**config.mk**
```make
export PLATFORM = sky130hd
export DESIGN_NAME = midi_timecode_quarter_frame_parser
export DESIGN_NICKNAME = d
export VERILOG_FILES = /design/src/hdl/mtcqf_pkg.sv /design/src/hdl/mtcqf_step.sv /design/src/hdl/midi_timecode_quarter_frame_parser.sv
export SDC_FILE = /design/constraint.sdc
export NUM_CORES = 1
export LEC_CHECK = 0
export ABC_AREA = 1
export BUFFER_PORTS_ARGS = -buffer_cell sky130_fd_sc_hd__buf_2
export CAP_MARGIN = 15
export CORE_MARGIN = 2
export CORE_UTILIZATION = 53
export DETAILED_ROUTE_END_ITERATION = 12
export MAX_ROUTING_LAYER = met4
export PLACE_DENSITY = 0.79
export SYNTH_ARGS = -nofsm -noshare
export SYNTH_HDL_FRONTEND = slang
export SYNTH_SLANG_ARGS = --single-unit
```
**constraint.sdc**
```tcl
create_clock -name clk -period 3.6 [get_ports clk]
set_input_delay 0.72 -clock clk [delete_from_list [all_inputs] [get_ports clk]]
set_output_delay 0.72 -clock clk [all_outputs]
set_load 0.005 [all_outputs]
```
**src/hdl/mtcqf_pkg.sv**
```systemverilog
package mtcqf_pkg;

  localparam logic [31:0] SYNC_TIMEOUT_RESET = 32'd500000;

  typedef enum logic [1:0] {
    REQ_QUARTER = 2'd0,
    REQ_FULL    = 2'd1,
    REQ_POLL    = 2'd2
  } req_e_t;

  typedef enum logic [1:0] {
    RATE_24    = 2'd0,
    RATE_25    = 2'd1,
    RATE_30DF  = 2'd2,
    RATE_30    = 2'd3
  } rate_e_t;

  typedef struct packed {
    logic [1:0]  req_type;
    logic [6:0]  qf_byte;
    logic [6:0]  full_hour_byte;
    logic [6:0]  full_minute;
    logic [6:0]  full_second;
    logic [6:0]  full_frame;
    logic [31:0] stamp_us;
  } in_item_t;

  typedef struct packed {
    logic       event_res;
    logic       time_valid;
    logic [4:0] hour;
    logic [5:0] minute;
    logic [5:0] second;
    logic [4:0] frame;
    logic [1:0] rate_type;
  } out_item_t;

  typedef struct packed {
    logic [7:0][3:0] nib;
    logic [2:0]      prev;
    logic            prev_seen;
    logic            valid;
    logic            moving;
    logic            fwd;
    logic [31:0]     last_stamp;
    logic [4:0]      hour;
    logic [5:0]      minute;
    logic [5:0]      second;
    logic [4:0]      frame;
    logic [1:0]      rate;
  } mtc_state_t;

  function automatic logic [4:0] frame_limit(input logic [1:0] rate);
    logic [4:0] lim;
    case (rate_e_t'(rate))
      RATE_24: lim = 5'd24;
      RATE_25: lim = 5'd25;
      default: lim = 5'd30;
    endcase
    return lim;
  endfunction

  function automatic logic time_in_range(input logic [6:0] h, input logic [6:0] m,
                                         input logic [6:0] s, input logic [6:0] f,
                                         input logic [1:0] rate);
    return (h < 7'd24) && (m < 7'd60) && (s < 7'd60) && (f < {2'b00, frame_limit(rate)});
  endfunction

endpackage

```
**src/hdl/mtcqf_step.sv**
```systemverilog
module mtcqf_step (
  input  mtcqf_pkg::mtc_state_t st,
  input  mtcqf_pkg::in_item_t   item,
  input  logic [31:0]           sync_timeout,
  output mtcqf_pkg::mtc_state_t st_nxt,
  output mtcqf_pkg::out_item_t  res
);
  import mtcqf_pkg::*;

  logic [7:0][3:0] nib;
  logic [2:0]      n;
  logic [2:0]      prev_inc;
  logic [2:0]      n_inc;
  logic [31:0]     since;
  logic            full_ok;
  logic            ev;

  assign n        = item.qf_byte[6:4];
  assign prev_inc = st.prev + 3'd1;
  assign n_inc    = n + 3'd1;
  assign since    = item.stamp_us - st.last_stamp;
  assign full_ok  = time_in_range({2'b00, item.full_hour_byte[4:0]}, item.full_minute,
                                  item.full_second, item.full_frame,
                                  item.full_hour_byte[6:5]);

  always_comb begin
    st_nxt = st;
    nib    = st.nib;
    ev     = 1'b0;
    case (req_e_t'(item.req_type))
      REQ_QUARTER: begin
        nib[n] = item.qf_byte[3:0];
        st_nxt.last_stamp = item.stamp_us;
        if (st.prev_seen) begin
          if (n == prev_inc) begin
            st_nxt.fwd    = 1'b1;
            st_nxt.moving = 1'b1;
          end else if (st.prev == n_inc) begin
            st_nxt.fwd    = 1'b0;
            st_nxt.moving = 1'b1;
          end else begin
            st_nxt.fwd    = 1'b0;
            st_nxt.moving = 1'b0;
          end
        end
        st_nxt.prev      = n;
        st_nxt.prev_seen = 1'b1;
        st_nxt.nib       = nib;
        st_nxt.frame     = {nib[1][0], nib[0]};
        st_nxt.second    = {nib[3][1:0], nib[2]};
        st_nxt.minute    = {nib[5][1:0], nib[4]};
        st_nxt.hour      = {nib[7][0], nib[6]};
        st_nxt.rate      = nib[7][2:1];
        st_nxt.valid     = time_in_range({2'b00, st_nxt.hour}, {1'b0, st_nxt.minute},
                                         {1'b0, st_nxt.second}, {2'b00, st_nxt.frame},
                                         st_nxt.rate);
        ev = st_nxt.moving && st_nxt.valid &&
             ((st_nxt.fwd && (n == 3'd7)) || (!st_nxt.fwd && (n == 3'd0)));
      end
      REQ_FULL: begin
        st_nxt.last_stamp = item.stamp_us;
        st_nxt.rate       = item.full_hour_byte[6:5];
        st_nxt.hour       = item.full_hour_byte[4:0];
        st_nxt.minute     = item.full_minute[5:0];
        st_nxt.second     = item.full_second[5:0];
        st_nxt.frame      = item.full_frame[4:0];
        st_nxt.valid      = full_ok;
        st_nxt.fwd        = 1'b0;
        st_nxt.moving     = 1'b0;
        st_nxt.prev_seen  = 1'b0;
        st_nxt.prev       = 3'd0;
        if (full_ok) begin
          st_nxt.nib[0] = item.full_frame[3:0];
          st_nxt.nib[1] = {1'b0, item.full_frame[6:4]};
          st_nxt.nib[2] = item.full_second[3:0];
          st_nxt.nib[3] = {1'b0, item.full_second[6:4]};
          st_nxt.nib[4] = item.full_minute[3:0];
          st_nxt.nib[5] = {1'b0, item.full_minute[6:4]};
          st_nxt.nib[6] = item.full_hour_byte[3:0];
          st_nxt.nib[7] = {1'b0, item.full_hour_byte[6:5], item.full_hour_byte[4]};
        end
        ev = full_ok;
      end
      REQ_POLL: begin
        if (st.valid && (since > sync_timeout)) begin
          st_nxt.valid  = 1'b0;
          st_nxt.moving = 1'b0;
          st_nxt.fwd    = 1'b0;
          ev = 1'b1;
        end
      end
      default: begin
        ev = 1'b0;
      end
    endcase
  end

  always_comb begin
    res            = '0;
    res.event_res  = ev;
    res.time_valid = st_nxt.valid;
    if (st_nxt.valid) begin
      res.hour      = st_nxt.hour;
      res.minute    = st_nxt.minute;
      res.second    = st_nxt.second;
      res.frame     = st_nxt.frame;
      res.rate_type = st_nxt.rate;
    end
  end

endmodule

```
**src/hdl/midi_timecode_quarter_frame_parser.sv**
```systemverilog
// MIDI time code quarter-frame parser.
// The input channel (in_valid, in_stall, in_data) carries quarter-frame bytes, full-frame
// times and poll ticks, each with a microsecond stamp. A transfer happens at a rising edge
// with valid high and stall low. Every input transfer yields exactly one result transfer
// on the output channel (out_valid, out_stall, out_data), in order.
// An input transfer is captured in the input register; the item then goes through the
// parser logic into the result register, where the state is also updated, and out_valid
// rises with it. Throughput is one item per cycle while the receiver does not stall,
// set by the single update of the state registers per item. The sync timeout must be
// written through cfg_wr_en and cfg_wr_data while the block is idle; it is not enforced.
// A synchronous active-low reset clears the nibbles, flags and stamp, empties both
// registers and sets the timeout to 500000 microseconds.
// When the receiver stalls, the result register holds its transfer; the input register,
// if empty, still takes one more item, and then in_stall rises until the result is taken.
module midi_timecode_quarter_frame_parser (
  input  logic                 clk,
  input  logic                 rst_n,
  input  logic                 in_valid,
  output logic                 in_stall,
  input  mtcqf_pkg::in_item_t  in_data,
  output logic                 out_valid,
  input  logic                 out_stall,
  output mtcqf_pkg::out_item_t out_data,
  input  logic                 cfg_wr_en,
  input  logic [31:0]          cfg_wr_data
);
  import mtcqf_pkg::*;

  logic       in_valid_r;
  in_item_t   in_data_r;
  logic       out_valid_r;
  out_item_t  out_data_r;
  mtc_state_t state_r;
  mtc_state_t state_nxt;
  out_item_t  res_nxt;
  logic [31:0] timeout_r;
  logic       advance;
  logic       in_take;

  assign advance  = !out_valid_r || !out_stall;
  assign in_stall = in_valid_r && !advance;
  assign in_take  = in_valid && !in_stall;

  mtcqf_step u_step (
    .st           (state_r),
    .item         (in_data_r),
    .sync_timeout (timeout_r),
    .st_nxt       (state_nxt),
    .res          (res_nxt)
  );

  always_ff @(posedge clk) begin
    if (!rst_n) begin
      in_valid_r  <= 1'b0;
      out_valid_r <= 1'b0;
      state_r     <= '0;
      timeout_r   <= SYNC_TIMEOUT_RESET;
    end else begin
      if (cfg_wr_en) begin
        timeout_r <= cfg_wr_data;
      end
      if (advance) begin
        out_valid_r <= in_valid_r;
        if (in_valid_r) begin
          state_r <= state_nxt;
        end
      end
      if (in_take) begin
        in_valid_r <= 1'b1;
      end else if (advance) begin
        in_valid_r <= 1'b0;
      end
    end
  end

  always_ff @(posedge clk) begin
    if (in_take) begin
      in_data_r <= in_data;
    end
    if (advance && in_valid_r) begin
      out_data_r <= res_nxt;
    end
  end

  assign out_valid = out_valid_r;
  assign out_data  = out_data_r;

endmodule

```
==> impl_metrics.ini, run 1 <==
[setup_path]
critPathLaunchType = register
r2r_end = out_data[5]
max_stage_delay_ns = 0.39
critical-path-slowest-cell = edfxtp_1
cp_common_cell = nand2_2
path_max_fanout = 6
cp.arrival_ns = 3.93
rrSetupSlack_ns = -0.04
end_kind = register
setup.worst_path.class = register to register
rr_worst_depth = 28
required_ns = 3.89
r2r-start = in_data_r[0]

[sta]
rsz0062_at_grt = true
worst_slack_ns = -0.0389
fmax_mhz = 275
fin_setup_tns_ns = -0.522
tightestPinTransition_ns = 0.888
fin_skew_ns = 0.0162
period_needed_ns = 3.64
hold_viol = 0
drv_slew = 0
slew_headroom_pct = 40.8
fin_crit_sh_pct = 101
setup_viol = 21

[clocking]
cts_buffers = 24
cts_tree = done
clk_pin_slew_ns = 0.06
ctsLongestPathBuffers = 3
root_buffer = clkbuf_16
postCtsHoldBufs = 0
clk_latency_ns = 0.54
htree_levels = 1
cts_sinks = 216

[synth]
synth_top_flop_cell = dfxtp_1
synth_compound_area_share_pct = 18.6
synth_top_family_by_area = compound AO/OA/AOI/OAI gates
syn_area_mm2 = 0.0112
synth_fp_nets = 1503
ys_seq_elements = 216
avgSynthCellArea_um2 = 8.43
synthMuxAreaShare_pct = 0.123
synthDominantCellAreaShare_pct = 25.5
async_flop_share_pct = 0
synthCells = 1325
synth_area_leaders = edfxtp_1 (26%), dfxtp_1 (22%), a21oi_1 (8.5%)
synth_most_common_cell = nand2_1
ys_seq_area_share_pct = 47.2
synth_common_cells = nand2_1 (224), a21oi_1 (190), inv_1 (162), o21ai_0 (125), dfxtp_1 (121)
synthSimpleGateAreaFrac_pct = 14.8
synth_fa_ha_area_share_pct = 8.14
yosysUniqueCellTypes = 48
yosys_warnings = 0
synth_edf_count = 95
synth_xor_area_share_pct = 2.67
synth_top_area_cell = edfxtp_1

[power_and_ir_drop]
p_sw_mw = 1.80
power_report.internal_total_mw = 4.66
combPwrFrac_pct = 19.4
p_per_area_mw_per_mm2 = 470
p_sw_share_pct = 27.8
ir_drop_mv = 0.402
leakagePower_nw = 6.13
power_frac_seq_pct = 42.9
power_frac_clock_pct = 37.8

[final_layout]
layout.area.seq_mm2 = 0.00528
multi_input_area_mm2 = 0.00531
fillers = 1680
nNetsFinal = 1683
area_delta_synth_final_pct = 22.9
postLayoutCoreUtil_pct = 65.9
drive_gt1_share_pct = 23.5
antenna_cells = 0

[min_path]
min_delay_worst_endpoint = in_data_r[60]
hp-class = input pin to register
holdPathStages = 1
hold_path.startpoint = in_data[60]

[floorplan]
fp.dieArea_mm2 = 0.0222
start_util_pct = 53.6
die_h_um = 149
pin_count = 134
die_x_um = 149
rows = 53
design.core.area_mm2 = 0.0208

[global_route]
grtUsageTotal_pct = 25.6
grt-ovfl-total = 0
antenna_found_initial = 0
grt_max_degree = 79
gr-usage-met3_pct = 3.18
grt_pass1_wl_mm = 44.9
first_global_vias = 9284
met1_usage_pct = 31.5
grt.busiest_layer = met2
grtUsageMet2_pct = 42.9

[drt]
num_vias = 9708
drc = 0
routed_wl_mm = 27.8
firstDrtPassIters = 5
wl_per_cell_um = 15.5
ant_nets = 0
drtIter0Drc = 643
vias_per_cell = 5.40

[run_status]
status = complete, but fails checks
failed_checks = setup timing

[placed_design]
numPortBuffers = 133
finalWeightedCongestion = 0.907
dpl.hpwl_mm = 19.0

[run]
maxCapViolCount = 0
-- critical path, delay by kind of cell (launching register included) --
family | cells | cell delay [ns]
AND/OR/NAND/NOR | 14 | 1.13
adder cells (fa/ha/maj) | 3 | 0.73
flip-flops | 1 | 0.39
XOR/XNOR | 1 | 0.15
buffers and inverters | 8 | 0.73
AO/OA/AOI/OAI | 2 | 0.26
-- cells in the final DEF (no fill, tap or decap), types with 3 or more instances in the layout --
master     count
buf_12         4
buf_4         59
nor2_1        82
nand3_1       26
o221ai_1       3
a21oi_1      174
inv_2         29
buf_2        133
dfxtp_1      121
nand4_1       13
o21bai_1       3
clkbuf_16     24
ha_1          63
nand3_2       10
o21ai_0      122
inv_1        158
nand2_2       24
nor4_1         3
buf_16         3
nor2_2         7
ha_4           7
edfxtp_1      95
nand3_4        3
nand2_4       10
a21o_1        19
xor2_1        22
nand2_1      193
xnor2_1       11
o21ai_1       11
clkbuf_1       9
o22ai_1        7
nor3_1         6
a221o_1        8
o21a_1         5
a21oi_2       18
-- sequential cells by signal, summed over array words and instances, names as in the netlist --
signal,count
in_data_r,69
in_valid_r,1
out_data,26
out_valid,1
state_r,87
timeout_r,32
-- metrics by stage --
step	cell area [µm²]	power, mW	hold slack [ns]	setup slack, ns	cells
floorplan	11200	3.54	0.433	0.0111	1325
global placement	12400	3.89	0.442	-0.0227	1743
detailed placement	12400	3.92	0.453	-0.114	1743
CTS	13500	6.41	0.339	-0.0744	1794
global route	13700	6.75	0.335	-0.298	1797
finish	13700	6.45	0.355	-0.0389	1797
-- cell type report --
cell class	count	area share (%)
inverters	189	5.19
repair buffers	201	9.43
clock buffers	35	4.82
clock inverters	8	0.903
multi-input cells	873	38.7
well taps	275	2.51
flip-flops and latches	216	38.4
-- kinds of logic after synthesis --
| logic type | Yosys count |
|---|---|
| simple gates | 383 |
| buf+inv | 236 |
| fa+ha+maj | 72 |
| xor+xnor | 34 |
| flops | 216 |
| mux | 1 |
| compound gates | 383 |
-- power by group through the flow --
stage	combinational, mW	clock [mW]	sequential [mW]
floorplan	0.749	0	2.79
global placement	1.09	0	2.81
detailed placement	1.11	0	2.81
CTS	1.18	2.47	2.76
global route	1.41	2.57	2.78
finish	1.25	2.44	2.77
-- worst max-delay path by stage --
stage / from / endpoint / slack (ns) / cells past startpoint
2_1_floorplan: in_data_r[0] / out_data[14] / 0.01 / 26
3_3_place_gp: in_data_r[0] / out_data[14] / -0.02 / 24
3_5_place_dp: in_data_r[6] / out_data[13] / -0.11 / 23
4_1_cts: in_data_r[0] / out_data[11] / -0.07 / 28
5_1_grt: in_data_r[0] / out_data[11] / -0.30 / 29
6_report: in_data_r[0] / out_data[5] / -0.04 / 28
-- layer usage --
metal / wire, µm / share of wire [%]
met3: 1590 / 5.7
met1: 11600 / 42
met4: 1070 / 3.8
met2: 13600 / 49
met5: 0 / 0
-- repair_timing --
item,in CTS,in global routing
buffers inserted,5,2
cloned,3,0
resized for setup,42,55
pin swaps,15,20
setup endpoints to repair,27,29
Note: power is estimated with default switching activity, not from simulation.
==> inputs of run 2 (changes only) <==
==> constraint.sdc (replaced) <==
create_clock -name clk -period 3.6 [get_ports clk]
set_input_delay 0.54 -clock clk [delete_from_list [all_inputs] [get_ports clk]]
set_output_delay 0.54 -clock clk [all_outputs]
set_load 0.005 [all_outputs]
==> run 2 against run 1 <==
Against the previous run: the flow still finishes with violations (setup timing); non-clock buffer count decreased by 8; first-iteration DRC count increased by 0.31%; clock skew is 0.0036 ns lower; total power fell by 1.2%; via count decreased by 1.2%; die area stayed put; maximum frequency rose by 0.41%.
==> impl_metrics.ini, run 2 (same netlist as run 1, synthesis figures left out) <==
[placed_design]
dp_cells = 1738
finalWeightedCongestion = 0.903
numPortBuffers = 133
dpl.hpwl_mm = 19.2

[clocking]
root_buffer = clkbuf_16
postCtsHoldBufs = 0
clk_latency_ns = 0.52
ctsLongestPathBuffers = 3
htree_levels = 1
cts_buffers = 24
cts_tree = done
cts_sinks = 216
clk_pin_slew_ns = 0.06

[drt]
vias_per_cell = 5.36
routed_wl_mm = 27.4
firstDrtPassIters = 5
drc = 0
ant_nets = 0
num_vias = 9587
wl_per_cell_um = 15.3
drtIter0Drc = 645

[sta]
fmax_mhz = 276
hold_ws_ns = 0.188
slew_headroom_pct = 41.6
tightestPinTransition_ns = 0.875
fin_skew_ns = 0.0126
hold_viol = 0
worst_slack_ns = -0.0239
period_needed_ns = 3.62
setup_viol = 12
rsz0062_at_grt = true
fin_crit_sh_pct = 101
drv_slew = 0

[setup_path]
setup.worst_path.class = register to register
critical-path-slowest-cell = edfxtp_1
path_max_fanout = 11
cp_common_cell = nand2_1
cp.arrival_ns = 3.91
path_buf_inv = 5
end_kind = register
critPathLaunchType = register
max_stage_delay_ns = 0.40
crit_family = simple AND/OR/NAND/NOR gates
required_ns = 3.88

[final_layout]
reg.largest.list = state_r x87, in_data_r x69, timeout_r x32
final_common_cell = nand2_1
largest_register = state_r
fillers = 1714
final_cells = 1790
antenna_cells = 0
drive_gt1_share_pct = 22.6
nNetsFinal = 1675
final_cell_mix = nand2_1 (205), a21oi_1 (173), inv_1 (158)
area_delta_synth_final_pct = 21.8
largest_register_ffs = 87

[global_route]
first_global_vias = 8988
grtUsageMet2_pct = 42.6
met1_usage_pct = 29.4
grtUsageTotal_pct = 24.6
antenna_found_initial = 0
gr-usage-met3_pct = 3.12
grt.busiest_layer = met2
grt_max_degree = 76
grt_pass1_wl_mm = 42.8
grt-ovfl-total = 0

[floorplan]
pin_count = 134
design.core.area_mm2 = 0.0208
start_util_pct = 53.6
die_h_um = 149
rows = 53
fp.dieArea_mm2 = 0.0222
die_x_um = 149

[run_status]
failed_checks = setup timing
status = complete, but fails checks

[power_and_ir_drop]
ir_drop_mv = 0.407
p_per_area_mw_per_mm2 = 469
total_power_mw = 6.38
leakagePower_nw = 6.03

[run]
maxCapViolCount = 0

[min_path]
hp-class = input pin to register
[run 2: changes by cell type in the layout (fill, tap and decap cells not counted), sizes merged]
cell and change:
inv -1, buf -10, clkinv +2, clkinvlp +2
[run 2: layout make-up]
type / count / area, µm² / share of cell area (%)
Clock buffer: 33 / 654 / 4.81
Inverter: 189 / 712 / 5.24
Multi-Input combinational cell: 873 / 5300 / 39.0
Timing Repair Buffer: 193 / 1190 / 8.74
Sequential cell: 216 / 5280 / 38.8
Tap cell: 275 / 344 / 2.53
Clock inverter: 11 / 124 / 0.911
[run 2: final timing paths]
kind / start / endpoint / slack [ns] / cells past startpoint
min: in_data[49] / in_data_r[49] / 0.19 / 1
min reg2reg: state_r[53] / state_r[53] / 0.46 / 2
max reg2reg: in_data_r[1] / out_data[11] / -0.02 / 26
max: in_data_r[1] / out_data[11] / -0.02 / 26
[run 2: worst reg2reg max path: stages, from the launching register on]
cell       delay [ns]
edfxtp_1         0.40
buf_4            0.16
fa_2             0.40
nand3_2          0.09
nand2_2          0.07
buf_4            0.14
nand4_1          0.10
nand3_2          0.11
nand2_1          0.09
nand3_2          0.08
a21oi_2          0.16
inv_1            0.05
nand2_1          0.05
nand2_1          0.05
ha_1             0.26
nand2_1          0.05
nor2_1           0.12
nand2_1          0.12
nor2_2           0.12
nand2_1          0.06
nand2_1          0.07
nand2_1          0.06
nand2_2          0.08
nand4_4          0.18
clkbuf_16        0.23
nand2_1          0.07
inv_2            0.03
[run 2: repair_timing]
action | CTS | global route
pin swaps | 3 | 12
resized for setup | 12 | 68
buffers inserted | 0 | 7
cloned | 0 | 2
setup endpoints to repair | 27 | 29
[run 2: stage by stage]
stage	setup TNS (ns)	utilization [%]	area (µm²)	setup slack [ns]
4_1_cts	0	63.4	13200	0.00351
3_5_place_dp	-2.13	59.5	12400	-0.101
6_report	-0.182	65.3	13600	-0.0239
2_1_floorplan	0	-	11200	0.0111
3_3_place_gp	-1.07	59.5	12400	-0.0550
5_1_grt	-6.70	65.3	13600	-0.285
[run 2: report_power, final]
group | internal (mW) | switching, mW
clock network | 1.42 | 0.975
registers | 2.70 | 0.0720
logic | 0.508 | 0.706
[run 2: per-layer routing]
layer | vias to the layer above | routed length [µm]
li1 | 4810 | -
met1 | 4425 | 11500
met2 | 281 | 13700
met3 | 71 | 1230
met4 | 0 | 987
met5 | - | 0
==> inputs of run 3 (changes only) <==
- CELL_PAD_IN_SITES_DETAIL_PLACEMENT: unset -> 0
- CELL_PAD_IN_SITES_GLOBAL_PLACEMENT: unset -> 1
- CORE_UTILIZATION: 53 -> 40
- SYNTH_HIERARCHICAL: unset -> 1
==> run 3 against run 2 <==
Against the previous run: the run now ends clean; cell area increased by 20%; wire length is 33% higher; total power is 13% higher; clock power up 10%; critical path type unchanged; via count increased by 26%; sequential power up 3%; die area is 59% higher; clock skew increased by 0.0077 ns; worst hold slack got worse by 0.031 ns.
==> impl_metrics.ini, run 3 <==
[sta]
slew_headroom_pct = 33.4
rsz0062_at_grt = true
worst_slack_ns = 0.0654
tightestPinTransition_ns = 0.999
fin_skew_ns = 0.0203
fin_crit_sh_pct = 98.2
hold_viol = 0
period_needed_ns = 3.53
drv_slew = 0
fin_setup_tns_ns = 0
setup_viol = 0
fmax_mhz = 283

[clocking]
clk_latency_ns = 0.55
postCtsHoldBufs = 0
cts_tree = done
htree_levels = 1
cts_buffers = 26
clk_pin_slew_ns = 0.06
root_buffer = clkbuf_16
ctsLongestPathBuffers = 3
cts_sinks = 216

[floorplan]
die_h_um = 188
pin_count = 134
start_util_pct = 40.5
rows = 67
design.core.area_mm2 = 0.0334
fp.dieArea_mm2 = 0.0354
die_x_um = 188

[setup_path]
path_max_fanout = 7
cp.arrival_ns = 3.83
crit_family = simple AND/OR/NAND/NOR gates
critical-path-slowest-cell = edfxtp_1
end_kind = register
r2r_end = out_data[17]
path_cells = ha_2, buf_4, nand2_1, nor2_1, inv_1, nor3_1, nand3_1, nand4_1, xor2_1, ha_1, nand2_1, nor2_1, nand2_1, nor2_2, nand2_2, nand2_2, nand2_4, nand2_4, nand2_4, nand2_8, buf_12, buf_12, nor2_2
path_buf_inv = 4
rr_worst_depth = 23
max_stage_delay_ns = 0.46
required_ns = 3.90
setup.worst_path.class = register to register
rrSetupSlack_ns = 0.07
critPathLaunchType = register
r2r-start = in_data_r[13]

[placed_design]
dp_cells = 2401
post_dp_cell_area_mm2 = 0.0149
numPortBuffers = 133
place_ws_ns = -0.137
finalWeightedCongestion = 0.899
dpl.hpwl_mm = 26.1

[global_route]
gr-usage-met3_pct = 2.77
grt-ovfl-total = 0
grt.busiest_layer = met2
met1_usage_pct = 29.3
antenna_found_initial = 0
grt_pass1_wl_mm = 58.0
grtUsageTotal_pct = 20.7
grtUsageMet2_pct = 32.2
grt_max_degree = 175
first_global_vias = 11176

[final_layout]
stdcell_area_mm2 = 0.0163
reg.largest.list = state_r x87, in_data_r x69, timeout_r x32
fillers = 3330
nNetsFinal = 2168
largest_register = state_r
final_cell_mix = nand2_1 (381), inv_1 (261), nor2_1 (216)
largest_register_ffs = 87
layout.area.seq_mm2 = 0.00528
area_delta_synth_final_pct = 20.1
final_cells = 2458
postLayoutCoreUtil_pct = 48.7
multi_input_area_mm2 = 0.00703
drive_gt1_share_pct = 21.3
final_common_cell = nand2_1
antenna_cells = 0

[synth]
avgSynthCellArea_um2 = 7.45
syn_area_mm2 = 0.0136
synthCells = 1820
yosys_warnings = 6
synth_fp_nets = 1998

[min_path]
hold_path.startpoint = in_data[32]
min_delay_worst_endpoint = in_data_r[32]
holdPathStages = 1
hp-class = input pin to register

[drt]
firstDrtPassIters = 6
drtIter0Drc = 830
routed_wl_mm = 36.4
ant_nets = 0
num_vias = 12060
wl_per_cell_um = 14.8
drc = 0
vias_per_cell = 4.91

[run_status]
status = complete, no violations

[power_and_ir_drop]
p_per_area_mw_per_mm2 = 444
ir_drop_mv = 0.390
leakagePower_nw = 7.24

[run]
maxCapViolCount = 0
==> run 3: timing repair <==
action | CTS | global route
cloned | 2 | 0
setup endpoints to repair | 28 | 29
pin swaps | 4 | 19
gates resized for setup | 20 | 70
setup buffers | 2 | 6
==> run 3: routing by layer <==
metal  wire (µm)  share of wire, %  vias up
li1            -                 -     6207
met1       18000                49     5575
met2       16300                45      253
met3        1630               4.5       25
met4         478               1.3        0
met5           0                 0        -
==> run 3: report_power, final <==
part	internal [mW]	switching [mW]	leakage (nW)
Combinational	0.742	1.02	4.90
Clock	1.59	1.05	0.415
Sequential	2.73	0.107	1.92
Total	5.06	2.18	7.24
==> run 3: worst register-to-register path, delay by kind of cell (launching register included) <==
kind | cells | cell delay (ns)
xor+xnor | 1 | 0.08
buf+inv | 4 | 0.45
simple gates | 16 | 1.65
fa+ha+maj | 2 | 0.70
flops | 1 | 0.46
==> run 3: stage by stage <==
step / hold slack, ns / power, mW
after floorplan: 0.429 / 3.96
after global placement: 0.443 / 4.47
after detailed placement: 0.445 / 4.50
after CTS: 0.135 / 7.21
after global routing: 0.134 / 7.64
final: 0.157 / 7.23
==> run 3: how the worst max path moves through the flow <==
stage | startpoint | to | slack (ns) | depth (start not counted)
after global placement | in_data_r[11] | out_data[2] | -0.16 | 20
after detailed placement | in_data_r[11] | state_r[58] | -0.14 | 23
after global routing | in_data_r[3] | out_data[22] | -0.13 | 28
after floorplan | in_data_r[0] | state_r[58] | 0.17 | 33
after CTS | in_data_r[0] | out_data[8] | -0.007 | 29
final | in_data_r[13] | out_data[17] | 0.07 | 23
==> run 3: final cells by class <==
type	instances	area share, %
Clock buffer	35	4.33
Inverter	270	6.22
Clock inverter	13	0.937
Sequential cell	216	32.4
Tap cell	448	3.44
Timing Repair Buffer	231	9.47
Multi-Input combinational cell	1245	43.2
